File: src/rar_pkg.sv
`timescale 1ns / 1ps
`default_nettype none
package rar_pkg;

   localparam int OPERAND_BITS = 16;
   localparam int IN_W  = 16;
   localparam int OPW   = OPERAND_BITS + 1;
   localparam int PRW   = 2 * OPW;
   localparam int SUMW  = PRW + 1;
   localparam int MW    = 2 * OPERAND_BITS;
   localparam int KW    = $clog2(MW);
   localparam int CKW   = 33;
   localparam int NUM_W = 32;
   localparam int DEN_W = 30;
   localparam int ST_W  = 2;
   localparam int OP_W  = 2;

   localparam logic [OP_W-1:0] OP_ADD = 2'd0;
   localparam logic [OP_W-1:0] OP_SUB = 2'd1;
   localparam logic [OP_W-1:0] OP_MUL = 2'd2;
   localparam logic [OP_W-1:0] OP_DIV = 2'd3;

   localparam logic [ST_W-1:0] ST_OK       = 2'd0;
   localparam logic [ST_W-1:0] ST_ZERO_DEN = 2'd1;
   localparam logic [ST_W-1:0] ST_DIV_ZERO = 2'd2;
   localparam logic [ST_W-1:0] ST_RANGE    = 2'd3;

   localparam logic [1:0] MUL_P0 = 2'd0;
   localparam logic [1:0] MUL_P1 = 2'd1;
   localparam logic [1:0] MUL_P2 = 2'd2;

   typedef struct packed {
      logic       load;
      logic       mul_en;
      logic [1:0] mul_sel;
      logic       comb;
      logic       gcd_step;
      logic       div_init;
      logic       div_step;
      logic       out_load;
   } rar_cmd_type;

   typedef struct packed {
      logic skip;
      logic gcd_done;
   } rar_stat_type;

endpackage
`default_nettype wire

File: src/rar_ctrl.sv
`timescale 1ns / 1ps
`default_nettype none
module rar_ctrl (
   input  wire logic                 clock,
   input  wire logic                 reset,
   input  wire logic                 req_tvalid,
   output logic                      req_tready,
   output logic                      rsp_tvalid,
   input  wire logic                 rsp_tready,
   input  wire rar_pkg::rar_stat_type stat,
   output rar_pkg::rar_cmd_type      cmd
);

   localparam logic [2:0] S_IDLE = 3'd0;
   localparam logic [2:0] S_MUL0 = 3'd1;
   localparam logic [2:0] S_MUL1 = 3'd2;
   localparam logic [2:0] S_MUL2 = 3'd3;
   localparam logic [2:0] S_COMB = 3'd4;
   localparam logic [2:0] S_GCD  = 3'd5;
   localparam logic [2:0] S_DIV  = 3'd6;
   localparam logic [2:0] S_FIN  = 3'd7;

   logic [2:0]             state_ff, state_in;
   logic [rar_pkg::KW-1:0] cnt_ff, cnt_in;
   logic                   vld_ff, vld_in;
   logic                   slot_free;

   assign req_tready = (state_ff == S_IDLE);
   assign rsp_tvalid = vld_ff;
   assign slot_free  = !vld_ff || rsp_tready;

   always_comb begin
      state_in = state_ff;
      cnt_in   = cnt_ff;
      cmd      = '0;
      unique case (state_ff)
         S_IDLE: begin
            if (req_tvalid) begin
               cmd.load = 1'b1;
               state_in = S_MUL0;
            end
         end
         S_MUL0: begin
            cmd.mul_en  = 1'b1;
            cmd.mul_sel = rar_pkg::MUL_P0;
            state_in    = S_MUL1;
         end
         S_MUL1: begin
            cmd.mul_en  = 1'b1;
            cmd.mul_sel = rar_pkg::MUL_P1;
            state_in    = S_MUL2;
         end
         S_MUL2: begin
            cmd.mul_en  = 1'b1;
            cmd.mul_sel = rar_pkg::MUL_P2;
            state_in    = S_COMB;
         end
         S_COMB: begin
            cmd.comb = 1'b1;
            state_in = S_GCD;
         end
         S_GCD: begin
            if (stat.skip) begin
               state_in = S_FIN;
            end else if (stat.gcd_done) begin
               cmd.div_init = 1'b1;
               cnt_in       = '0;
               state_in     = S_DIV;
            end else begin
               cmd.gcd_step = 1'b1;
            end
         end
         S_DIV: begin
            cmd.div_step = 1'b1;
            cnt_in       = cnt_ff + 1'b1;
            if (cnt_ff == rar_pkg::KW'(rar_pkg::MW - 1)) begin
               state_in = S_FIN;
            end
         end
         S_FIN: begin
            if (slot_free) begin
               cmd.out_load = 1'b1;
               state_in     = S_IDLE;
            end
         end
         default: state_in = S_IDLE;
      endcase
   end

   always_comb begin
      vld_in = vld_ff;
      if (cmd.out_load) begin
         vld_in = 1'b1;
      end else if (rsp_tready) begin
         vld_in = 1'b0;
      end
   end

   always_ff @(posedge clock) begin
      if (reset) begin
         state_ff <= S_IDLE;
         cnt_ff   <= '0;
         vld_ff   <= 1'b0;
      end else begin
         state_ff <= state_in;
         cnt_ff   <= cnt_in;
         vld_ff   <= vld_in;
      end
   end

endmodule
`default_nettype wire

File: src/rar_dp.sv
`timescale 1ns / 1ps
`default_nettype none
module rar_dp (
   input  wire logic                             clock,
   input  wire rar_pkg::rar_cmd_type             cmd,
   input  wire logic [rar_pkg::OP_W-1:0]         op,
   input  wire logic [rar_pkg::IN_W-1:0]         num_a,
   input  wire logic [rar_pkg::IN_W-1:0]         den_a,
   input  wire logic [rar_pkg::IN_W-1:0]         num_b,
   input  wire logic [rar_pkg::IN_W-1:0]         den_b,
   output rar_pkg::rar_stat_type                 stat,
   output logic [rar_pkg::NUM_W-1:0]             res_num,
   output logic [rar_pkg::DEN_W-1:0]             res_den,
   output logic [rar_pkg::ST_W-1:0]              status
);

   localparam int OPW = rar_pkg::OPW;
   localparam int PRW = rar_pkg::PRW;
   localparam int SUMW = rar_pkg::SUMW;
   localparam int MW  = rar_pkg::MW;
   localparam int KW  = rar_pkg::KW;
   localparam int CKW = rar_pkg::CKW;

   function automatic logic signed [OPW-1:0] sext(input logic [rar_pkg::IN_W-1:0] x);
      logic [rar_pkg::OPERAND_BITS-1:0] v;
      v = x[rar_pkg::OPERAND_BITS-1:0];
      return signed'({v[rar_pkg::OPERAND_BITS-1], v});
   endfunction

   // operand capture
   logic signed [OPW-1:0] nax, dax, nbx, dbx;
   logic signed [OPW-1:0] na_ff, da_ff, nb_ff, db_ff;
   logic [rar_pkg::OP_W-1:0] op_ff;
   logic [rar_pkg::ST_W-1:0] err_ff, err_in;

   assign nax = sext(num_a);
   assign dax = sext(den_a);
   assign nbx = sext(num_b);
   assign dbx = sext(den_b);

   always_comb begin
      if (dax == '0 || dbx == '0) begin
         err_in = rar_pkg::ST_ZERO_DEN;
      end else if (op == rar_pkg::OP_DIV && nbx == '0) begin
         err_in = rar_pkg::ST_DIV_ZERO;
      end else begin
         err_in = rar_pkg::ST_OK;
      end
   end

   // shared multiplier
   logic signed [OPW-1:0] ma, mb;
   logic signed [PRW-1:0] prod;
   logic signed [PRW-1:0] p0_ff, p1_ff, p2_ff;

   always_comb begin
      case (cmd.mul_sel)
         rar_pkg::MUL_P0: begin
            ma = na_ff;
            mb = (op_ff == rar_pkg::OP_MUL) ? nb_ff : db_ff;
         end
         rar_pkg::MUL_P1: begin
            ma = nb_ff;
            mb = da_ff;
         end
         default: begin
            ma = da_ff;
            mb = (op_ff == rar_pkg::OP_DIV) ? nb_ff : db_ff;
         end
      endcase
   end

   assign prod = ma * mb;

   // combine cross products, move sign to numerator
   logic signed [SUMW-1:0] sum, num_s;
   logic signed [PRW-1:0]  den_s;
   logic                   neg_ff, zero_ff;
   logic [MW-1:0]          nmag_ff, dmag_ff, nmag_c, dmag_c;

   always_comb begin
      case (op_ff)
         rar_pkg::OP_ADD: sum = SUMW'(p0_ff) + SUMW'(p1_ff);
         rar_pkg::OP_SUB: sum = SUMW'(p0_ff) - SUMW'(p1_ff);
         default:         sum = SUMW'(p0_ff);
      endcase
      if (p2_ff < 0) begin
         num_s = -sum;
         den_s = -p2_ff;
      end else begin
         num_s = sum;
         den_s = p2_ff;
      end
      nmag_c = (num_s < 0) ? MW'(-num_s) : MW'(num_s);
      dmag_c = MW'(den_s);
   end

   // binary GCD and exact division
   logic [MW-1:0] u_ff, v_ff, g_ff;
   logic [KW-1:0] k_ff;
   logic [MW-1:0] qn_ff, qd_ff, rn_ff, rd_ff;
   logic [MW:0]   tn, td;

   assign stat.gcd_done = (u_ff == v_ff);
   assign stat.skip     = (err_ff != rar_pkg::ST_OK) || zero_ff;

   assign tn = {rn_ff, qn_ff[MW-1]};
   assign td = {rd_ff, qd_ff[MW-1]};

   // result formatting
   logic [CKW-1:0]         qn_x, qd_x;
   logic signed [CKW-1:0]  sres;
   logic                   range_bad;

   always_comb begin
      qn_x = CKW'(qn_ff);
      qd_x = CKW'(qd_ff);
      sres = neg_ff ? -signed'(qn_x) : signed'(qn_x);
      range_bad = (qd_x > CKW'(33'h03FFFFFFF)) ||
                  (neg_ff  && qn_x > CKW'(33'h080000000)) ||
                  (!neg_ff && qn_x > CKW'(33'h07FFFFFFF));
   end

   always_ff @(posedge clock) begin
      if (cmd.load) begin
         op_ff  <= op;
         err_ff <= err_in;
         na_ff  <= (dax < 0) ? -nax : nax;
         da_ff  <= (dax < 0) ? -dax : dax;
         nb_ff  <= (dbx < 0) ? -nbx : nbx;
         db_ff  <= (dbx < 0) ? -dbx : dbx;
      end
      if (cmd.mul_en) begin
         case (cmd.mul_sel)
            rar_pkg::MUL_P0: p0_ff <= prod;
            rar_pkg::MUL_P1: p1_ff <= prod;
            default:         p2_ff <= prod;
         endcase
      end
      if (cmd.comb) begin
         neg_ff  <= (num_s < 0);
         zero_ff <= (num_s == '0);
         nmag_ff <= nmag_c;
         dmag_ff <= dmag_c;
         u_ff    <= nmag_c;
         v_ff    <= dmag_c;
         k_ff    <= '0;
      end
      if (cmd.gcd_step) begin
         if (!u_ff[0] && !v_ff[0]) begin
            u_ff <= u_ff >> 1;
            v_ff <= v_ff >> 1;
            k_ff <= k_ff + 1'b1;
         end else if (!u_ff[0]) begin
            u_ff <= u_ff >> 1;
         end else if (!v_ff[0]) begin
            v_ff <= v_ff >> 1;
         end else if (u_ff >= v_ff) begin
            u_ff <= u_ff - v_ff;
         end else begin
            v_ff <= v_ff - u_ff;
         end
      end
      if (cmd.div_init) begin
         g_ff  <= u_ff << k_ff;
         rn_ff <= '0;
         rd_ff <= '0;
         qn_ff <= nmag_ff;
         qd_ff <= dmag_ff;
      end
      if (cmd.div_step) begin
         if (tn >= {1'b0, g_ff}) begin
            rn_ff <= MW'(tn - {1'b0, g_ff});
            qn_ff <= {qn_ff[MW-2:0], 1'b1};
         end else begin
            rn_ff <= MW'(tn);
            qn_ff <= {qn_ff[MW-2:0], 1'b0};
         end
         if (td >= {1'b0, g_ff}) begin
            rd_ff <= MW'(td - {1'b0, g_ff});
            qd_ff <= {qd_ff[MW-2:0], 1'b1};
         end else begin
            rd_ff <= MW'(td);
            qd_ff <= {qd_ff[MW-2:0], 1'b0};
         end
      end
      if (cmd.out_load) begin
         if (err_ff != rar_pkg::ST_OK) begin
            res_num <= '0;
            res_den <= '0;
            status  <= err_ff;
         end else if (zero_ff) begin
            res_num <= '0;
            res_den <= rar_pkg::DEN_W'(1);
            status  <= rar_pkg::ST_OK;
         end else if (range_bad) begin
            res_num <= '0;
            res_den <= '0;
            status  <= rar_pkg::ST_RANGE;
         end else begin
            res_num <= rar_pkg::NUM_W'(sres);
            res_den <= rar_pkg::DEN_W'(qd_x);
            status  <= rar_pkg::ST_OK;
         end
      end
   end

endmodule
`default_nettype wire

File: src/rational_arith_reduce.sv
`timescale 1ns / 1ps
`default_nettype none
// Exact arithmetic on two fractions (add, subtract, multiply, divide) with the
// result reduced to lowest terms and a positive denominator; a zero numerator
// gives denominator 1. Operands are read as two's complement in their low
// 16 bits. One transaction in gives one transaction out. Status 1 flags a zero
// input denominator, 2 a division by a zero fraction, 3 a reduced result that
// does not fit res_num/res_den; on any nonzero status both values read 0.
// Items are handled one at a time: the request side is ready only while the
// controller is idle. An item passes through the shared 17x17 multiplier for
// the cross products and the denominator, a combine step, the binary GCD loop
// (one step per cycle) and a check that spots its end, then a bit-serial exact
// division of both magnitudes by the GCD and a load of the result register;
// error and zero-numerator items skip the GCD and division.
// A finished result waits in the output register until taken.
module rational_arith_reduce (
   input  wire logic        clock,
   input  wire logic        reset,
   input  wire logic        req_tvalid,
   output logic             req_tready,
   input  wire logic [63:0] req_tdata,  // num_a[15:0], den_a[31:16], num_b[47:32], den_b[63:48]
   input  wire logic [1:0]  req_tuser,  // op[1:0]
   output logic             rsp_tvalid,
   input  wire logic        rsp_tready,
   output logic [63:0]      rsp_tdata,  // res_num[31:0], res_den[61:32], zero[63:62]
   output logic [1:0]       rsp_tuser   // status[1:0]
);

   rar_pkg::rar_cmd_type  cmd;
   rar_pkg::rar_stat_type stat;
   logic [rar_pkg::NUM_W-1:0] res_num;
   logic [rar_pkg::DEN_W-1:0] res_den;
   logic [rar_pkg::ST_W-1:0]  status;

   // sequence the multiply, GCD and division passes
   rar_ctrl u_ctrl (
      .clock      (clock),
      .reset      (reset),
      .req_tvalid (req_tvalid),
      .req_tready (req_tready),
      .rsp_tvalid (rsp_tvalid),
      .rsp_tready (rsp_tready),
      .stat       (stat),
      .cmd        (cmd)
   );

   // hold operands, products, GCD state and the result register
   rar_dp u_dp (
      .clock   (clock),
      .cmd     (cmd),
      .op      (req_tuser),
      .num_a   (req_tdata[15:0]),
      .den_a   (req_tdata[31:16]),
      .num_b   (req_tdata[47:32]),
      .den_b   (req_tdata[63:48]),
      .stat    (stat),
      .res_num (res_num),
      .res_den (res_den),
      .status  (status)
   );

   assign rsp_tdata = {2'b00, res_den, res_num};
   assign rsp_tuser = status;

endmodule
`default_nettype wire

File: config.mk
export PLATFORM = sky130hd
export DESIGN_NAME = rational_arith_reduce
export DESIGN_NICKNAME = d
export VERILOG_FILES = /design/src/rar_pkg.sv /design/src/rar_ctrl.sv /design/src/rar_dp.sv /design/src/rational_arith_reduce.sv
export SDC_FILE = /design/constraint.sdc
export NUM_CORES = 2
export LEC_CHECK = 0
export BUFFER_PORTS_ARGS = -buffer_cell sky130_fd_sc_hd__buf_2
export CORE_MARGIN = 3
export CORE_UTILIZATION = 50
export DETAILED_ROUTE_END_ITERATION = 10
export GPL_TIMING_DRIVEN = 0
export PLACE_DENSITY = 0.67
export SKIP_LAST_GASP = 1
export SLEW_MARGIN = 20
export SYNTH_ARGS = -nofsm -noshare
export SYNTH_HDL_FRONTEND = slang
export SYNTH_SLANG_ARGS = --single-unit
export TNS_END_PERCENT = 50
File: constraint.sdc
create_clock -name clock -period 13.8 [get_ports clock]
set_input_delay 2.76 -clock clock [delete_from_list [all_inputs] [get_ports clock]]
set_output_delay 2.76 -clock clock [all_outputs]
set_load 0.005 [all_outputs]
# Word-level counts from Yosys, hierarchy flattened
# Index checks and enable logic that the tools add are counted.
[classes]
n_shift = 1
n_reduce_logical = 31
n_addsub = 16
eq_ne = 20
bitwise = 1
n_mul = 1
magnitude_cmp = 10
mux = 67
[op_table]
columns = ["cell", "count"]
rows = [
  ["$mux 32", 24],
  ["$sub 32x32->32", 4],
  ["$mux 17", 6],
  ["$neg 32->32", 3],
  ["$pmux 35 s2", 1],
  ["$neg 16->17", 4],
  ["$pmux 17 s2", 2],
  ["$ge 33x32->1", 2],
  ["$logic_not 17->1", 3],
  ["$add 34x34->35", 1],
  ["$logic_not 35->1", 1],
  ["$lt 35x1->1 const B", 1],
  ["$mux 35", 1],
  ["$neg 35->35", 1],
  ["$sub 34x34->35", 1],
  ["$lt 34x1->1 const B", 1],
  ["$mul 17x17->34", 1],
  ["$eq 32x32->1", 1],
  ["$ge 32x32->1", 1],
  ["$gt 32x30->1 const B", 1],
  ["$gt 32x31->1 const B", 1],
  ["$gt 32x32->1 const B", 1],
  ["$lt 16x1->1 const B", 2],
  ["$shl 32x5->32", 1],
  ["29 further kinds", 82],
]
[word_totals]
ff_bits = 542
wordCells = 175
output_inout_bits = 68
in_bits = 70

# Depth between registers and ports, before layout
[logic_depth]
ltp_word = 12
depth_mapped = 41
ltp_nobuf = 34

# Cells and area by module
# A second synthesis with hierarchy kept.
[unflattened]
hier_cells = 4965
hier_area_um2 = 47097.7
[by_module_without_submodules]
columns = ["module", "seq_area_each_um2", "n_inst", "area_each_um2", "cells_each"]
rows = [
  ["rar_dp", 15284.7, 1, 46438.3, 4888],
  ["rar_ctrl", 180.2, 1, 640.6, 74],
  ["rational_arith_reduce", 0.0, 1, 18.8, 3],
]

# Least setup slack after synthesis
# No wires, ideal clock.
[synth_path]
path_kind = "reg-to-reg"
from = "reg u_dp.op_ff[1] (netlist bit)"
to = "reg u_dp.p0_ff[32] (data pin)"
arrival_ns = 8.897
setup_slack_ns = 4.637
t_required_ns = 13.534
path_buffers = 9
path_stages_with_launch = 38
cell_sequence = "edfxtp_1 -> buf_2 -> buf_2 -> buf_2 -> buf_2 -> clkbuf_1 -> clkbuf_1 -> buf_2 -> clkbuf_1 -> nand2_1 -> mux2_2 -> o22ai_1 -> a31oi_1 -> clkbuf_1 -> nand2_1 -> fa_1 -> inv_1 -> fa_1 -> [2 not listed] -> inv_1 -> fa_1 -> inv_1 -> fa_1 -> inv_1 -> fa_1 -> ha_1 -> or3_1 -> o21ai_0 -> o31ai_1 -> a31oi_1 -> o21bai_1 -> a211o_1 -> a21oi_1 -> o21ai_0 -> a21oi_1 -> a21oi_1 -> xor2_1"
[synth_via]
elab_chain_cells = 4
elab_cells_between_ends = 6
cone_classes = "mul: 1; eq/ne: 2; mux: 3"
[synth_rtl]
columns = ["element", "line", "text"]
rows = [
  ["from (decl)", "rar_dp.sv:33", "logic [rar_pkg::OP_W-1:0] op_ff;"],
  ["from (signal assigned)", "rar_dp.sv:126", "op_ff <= op;"],
  ["$eq 2x2->1 (on tied branches)", "rar_dp.sv:68, rar_dp.sv:60", ""],
  ["$mux 17 (on tied branches)", "rar_dp.sv:68, rar_dp.sv:60", ""],
  ["$pmux 17 s2 *", "rar_dp.sv:57", "case (cmd.mul_sel)"],
  ["$mul 17x17->34 *", "rar_dp.sv:73", "assign prod = ma * mb;"],
  ["net u_dp.prod[32]", "rar_dp.sv:53", "logic signed [PRW-1:0] prod;"],
  ["to (signal assigned)", "rar_dp.sv:135", "rar_pkg::MUL_P0: p0_ff <= prod;"],
  ["to (decl)", "rar_dp.sv:54", "logic signed [PRW-1:0] p0_ff, p1_ff, p2_ff;"],
]
# The timed path passes the listed nets; every way through them passes the cells marked *.
# A chain may end at the register's enable or synchronous reset.

# Worst setup path after layout
[layout_path]
from = "reg u_dp.op_ff[1] (netlist bit)"
to = "reg u_dp.p0_ff[30] (data pin)"
# Same word-level chain as after synthesis.

==> metrics <==
first-pass GRT wire length=234,000 µm; Critical Path Start=u_dp.op_ff[1]; layout cells sized above 1=6.890%; Die Height=313.4 µm; unrepaired setup endpoints after global routing=no; GRT Residual Overflow=0; Fill cells=8,536; Final min period=12.99 ns; Worst path max stage delay=0.88 ns; Hold Crit Class=reg2reg; vias post-DR=39,895; clk sinks=541; Final Slew Violations=0; Post-synth top cells=nand2_1, inv_1, nor2_1; hold_buf cts=0; Critical R2R Launch=u_dp.op_ff[1]; vias in the first global route=38,130; drt initial violations=4,660; Setup Skew=0.05726 ns; Startpoint Class=flop; max cap viols=0; Synth top area share=29.42%; Vias per Instance=5.982; CP max stage cell=edfxtp_1; Detailed Route WL=153,900 µm; Num CTS Buffers=60; P&R area growth vs syn=9.617%; Critical Path Sink=u_dp.p0_ff[30]; Reg clk slew, reported paths=0.06 ns; Critical Path AT=13.38 ns; GR Util All Layers=31.06%; nets@finish=6,000; CTS root buf=clkbuf_16; Synth area leaders=edfxtp_1, fa_1, ha_1; Rows=112; WS Path Type=reg2reg; # Post-CTS Setup Buffers=0; clock buffer depth=3; Crit path required time=14.19 ns; Setup Viol. Count Final=0; fraction of registers with async set/reset=0%; Synth Register Bits=541; Clock Latency Late Sink=0.69 ns; r2r setup slk=0.81 ns; sequential area share after synthesis=32.73%; die width=313.4 µm; fmax=0.07700 GHz; Initial Utilization=50.56%; Netlist cell types=105; Final Hold Vio Count=0; RD Place Congestion=1.002; fin crit share=94.11%; Post-synth EDFFs=463; FF-to-FF path depth=33; Crit. End Element=flop; DP HPWL=124,400 µm; Reg2Reg Capture Point=u_dp.p0_ff[30]; die area=98,230 µm²; Post-Syn Area=47,250 µm²; Syn. warnings=0; Slew HR=14.97%; count leader, synth=nand2_1; Mapped Cells=5,148; largest net degree at the start of global routing=56; Post-synth top flop=edfxtp_1; Final TNS setup=0 ns; Post-DRT Antenna Nets=0; initial antenna violation count=6; # IOs=138; crit-path max FO=10; post-CTS sizing=0; CTS HTree Levels=2; post-synth top area cell=edfxtp_1; worst-margin pin slew=1.262 ns; Synth Area per Inst=9.179 µm²; Residual DRC=0; First-pass DRT Iterations=6; core area=93,470 µm²; drt wl/cell=23.07 µm; Port Buffers=134; CTS tree=done; status=finished, final reports clean
## critical path, delay by kind of cell (launching register included)
kind	cells	cell delay, ns
buf+inv	12	4.12
compound gates	10	3.37
fa+ha+maj	7	3.12
flops	1	0.88
simple gates	2	0.62
xor+xnor	1	0.31
mux	1	0.22
## placed cells by master, fill, tap and decap left out, drive strengths merged, types with 30 or more instances in the layout
master	count
nor2b	34
a31oi	44
nand2	665
a21oi	225
a211oi	40
o21bai	30
or3	55
fa	301
buf	193
nand4	42
nor3	99
xor2	123
edfxtp	463
a21o	108
ha	266
inv	515
clkinv	30
nand2b	54
nor2	486
and2	32
xnor2	233
and3	79
clkbuf	276
a22oi	34
o21ai	232
dfxtp	78
nand3	88
mux2i	103
o31ai	69
## stage by stage
stage          hold slack (ns)  setup slack [ns]  util (%)  instance area [µm²]  std cells
3_5_place_dp            0.4856             1.141     53.32                49830       6555
2_1_floorplan           0.4610             4.637         -                47260       5149
6_report                0.5008            0.8130     55.42                51800       6669
3_3_place_gp            0.4717            0.6952     52.96                49500       6537
5_1_grt                 0.5388            0.3388     55.41                51800       6668
4_1_cts                 0.5021             1.002     55.41                51790       6668
## area by class of cell
cell class | count | area [µm²] | area share, %
multi-input cells | 3852 | 29020 | 56.03
flip-flops and latches | 541 | 15460 | 29.86
clock inverters | 35 | 374.1 | 0.7222
plain buffers | 239 | 945.9 | 1.826
well taps | 1254 | 1569 | 3.029
repair buffers | 152 | 900.9 | 1.739
inverters | 517 | 1942 | 3.749
diodes | 1 | 2.502 | 0.004831
clock buffers | 78 | 1579 | 3.048
## state kept, by name, indices dropped and copies added, names as in the netlist, 3 cells and up
register and count:
u_dp.p0_ff 34, u_dp.p1_ff 34, u_dp.p2_ff 33, u_dp.dmag_ff 32, u_dp.g_ff 32, u_dp.nmag_ff 32
u_dp.qd_ff 32, u_dp.qn_ff 32, u_dp.rd_ff 32, u_dp.res_num 32, u_dp.rn_ff 32, u_dp.u_ff 32
u_dp.v_ff 32, u_dp.res_den 30, u_dp.da_ff 17, u_dp.db_ff 17, u_dp.na_ff 17, u_dp.nb_ff 17
u_ctrl.cnt_ff 5, u_dp.k_ff 5, u_ctrl.state_ff 3
## kinds of logic after synthesis
logic type / after synthesis / synth area share, %
xor+xnor: 356 / 6.614
simple gates: 1748 / 16.92
flops: 541 / 32.73
mux: 125 / 2.944
compound gates: 1054 / 14.89
buf+inv: 756 / 6.101
fa+ha+maj: 567 / 19.80
other cells: 1 / 0.007936
## how the worst min path moves through the flow
stage	to	start	slack, ns	cells after the start
floorplan	u_ctrl.cnt_ff[4]	u_ctrl.cnt_ff[4]	0.46	2
global placement	u_ctrl.cnt_ff[4]	u_ctrl.cnt_ff[4]	0.47	2
detailed placement	u_ctrl.cnt_ff[4]	u_ctrl.cnt_ff[4]	0.49	2
CTS	u_ctrl.cnt_ff[4]	u_ctrl.cnt_ff[4]	0.50	2
global route	u_ctrl.cnt_ff[4]	u_ctrl.cnt_ff[4]	0.54	2
finish	u_ctrl.cnt_ff[4]	u_ctrl.cnt_ff[4]	0.50	2
## per-layer routing
layer	vias to the layer above	share of wire (%)	track usage [%]
li1	18343	-	-
met1	19498	43	45.52
met2	1759	43	46.74
met3	289	9.6	5.135
met4	6	3.8	10.71
met5	-	0.024	0
Power is left out: the tool's default activity adds up to more than one toggle a clock period on the data nets, which glitch-free logic cannot reach.
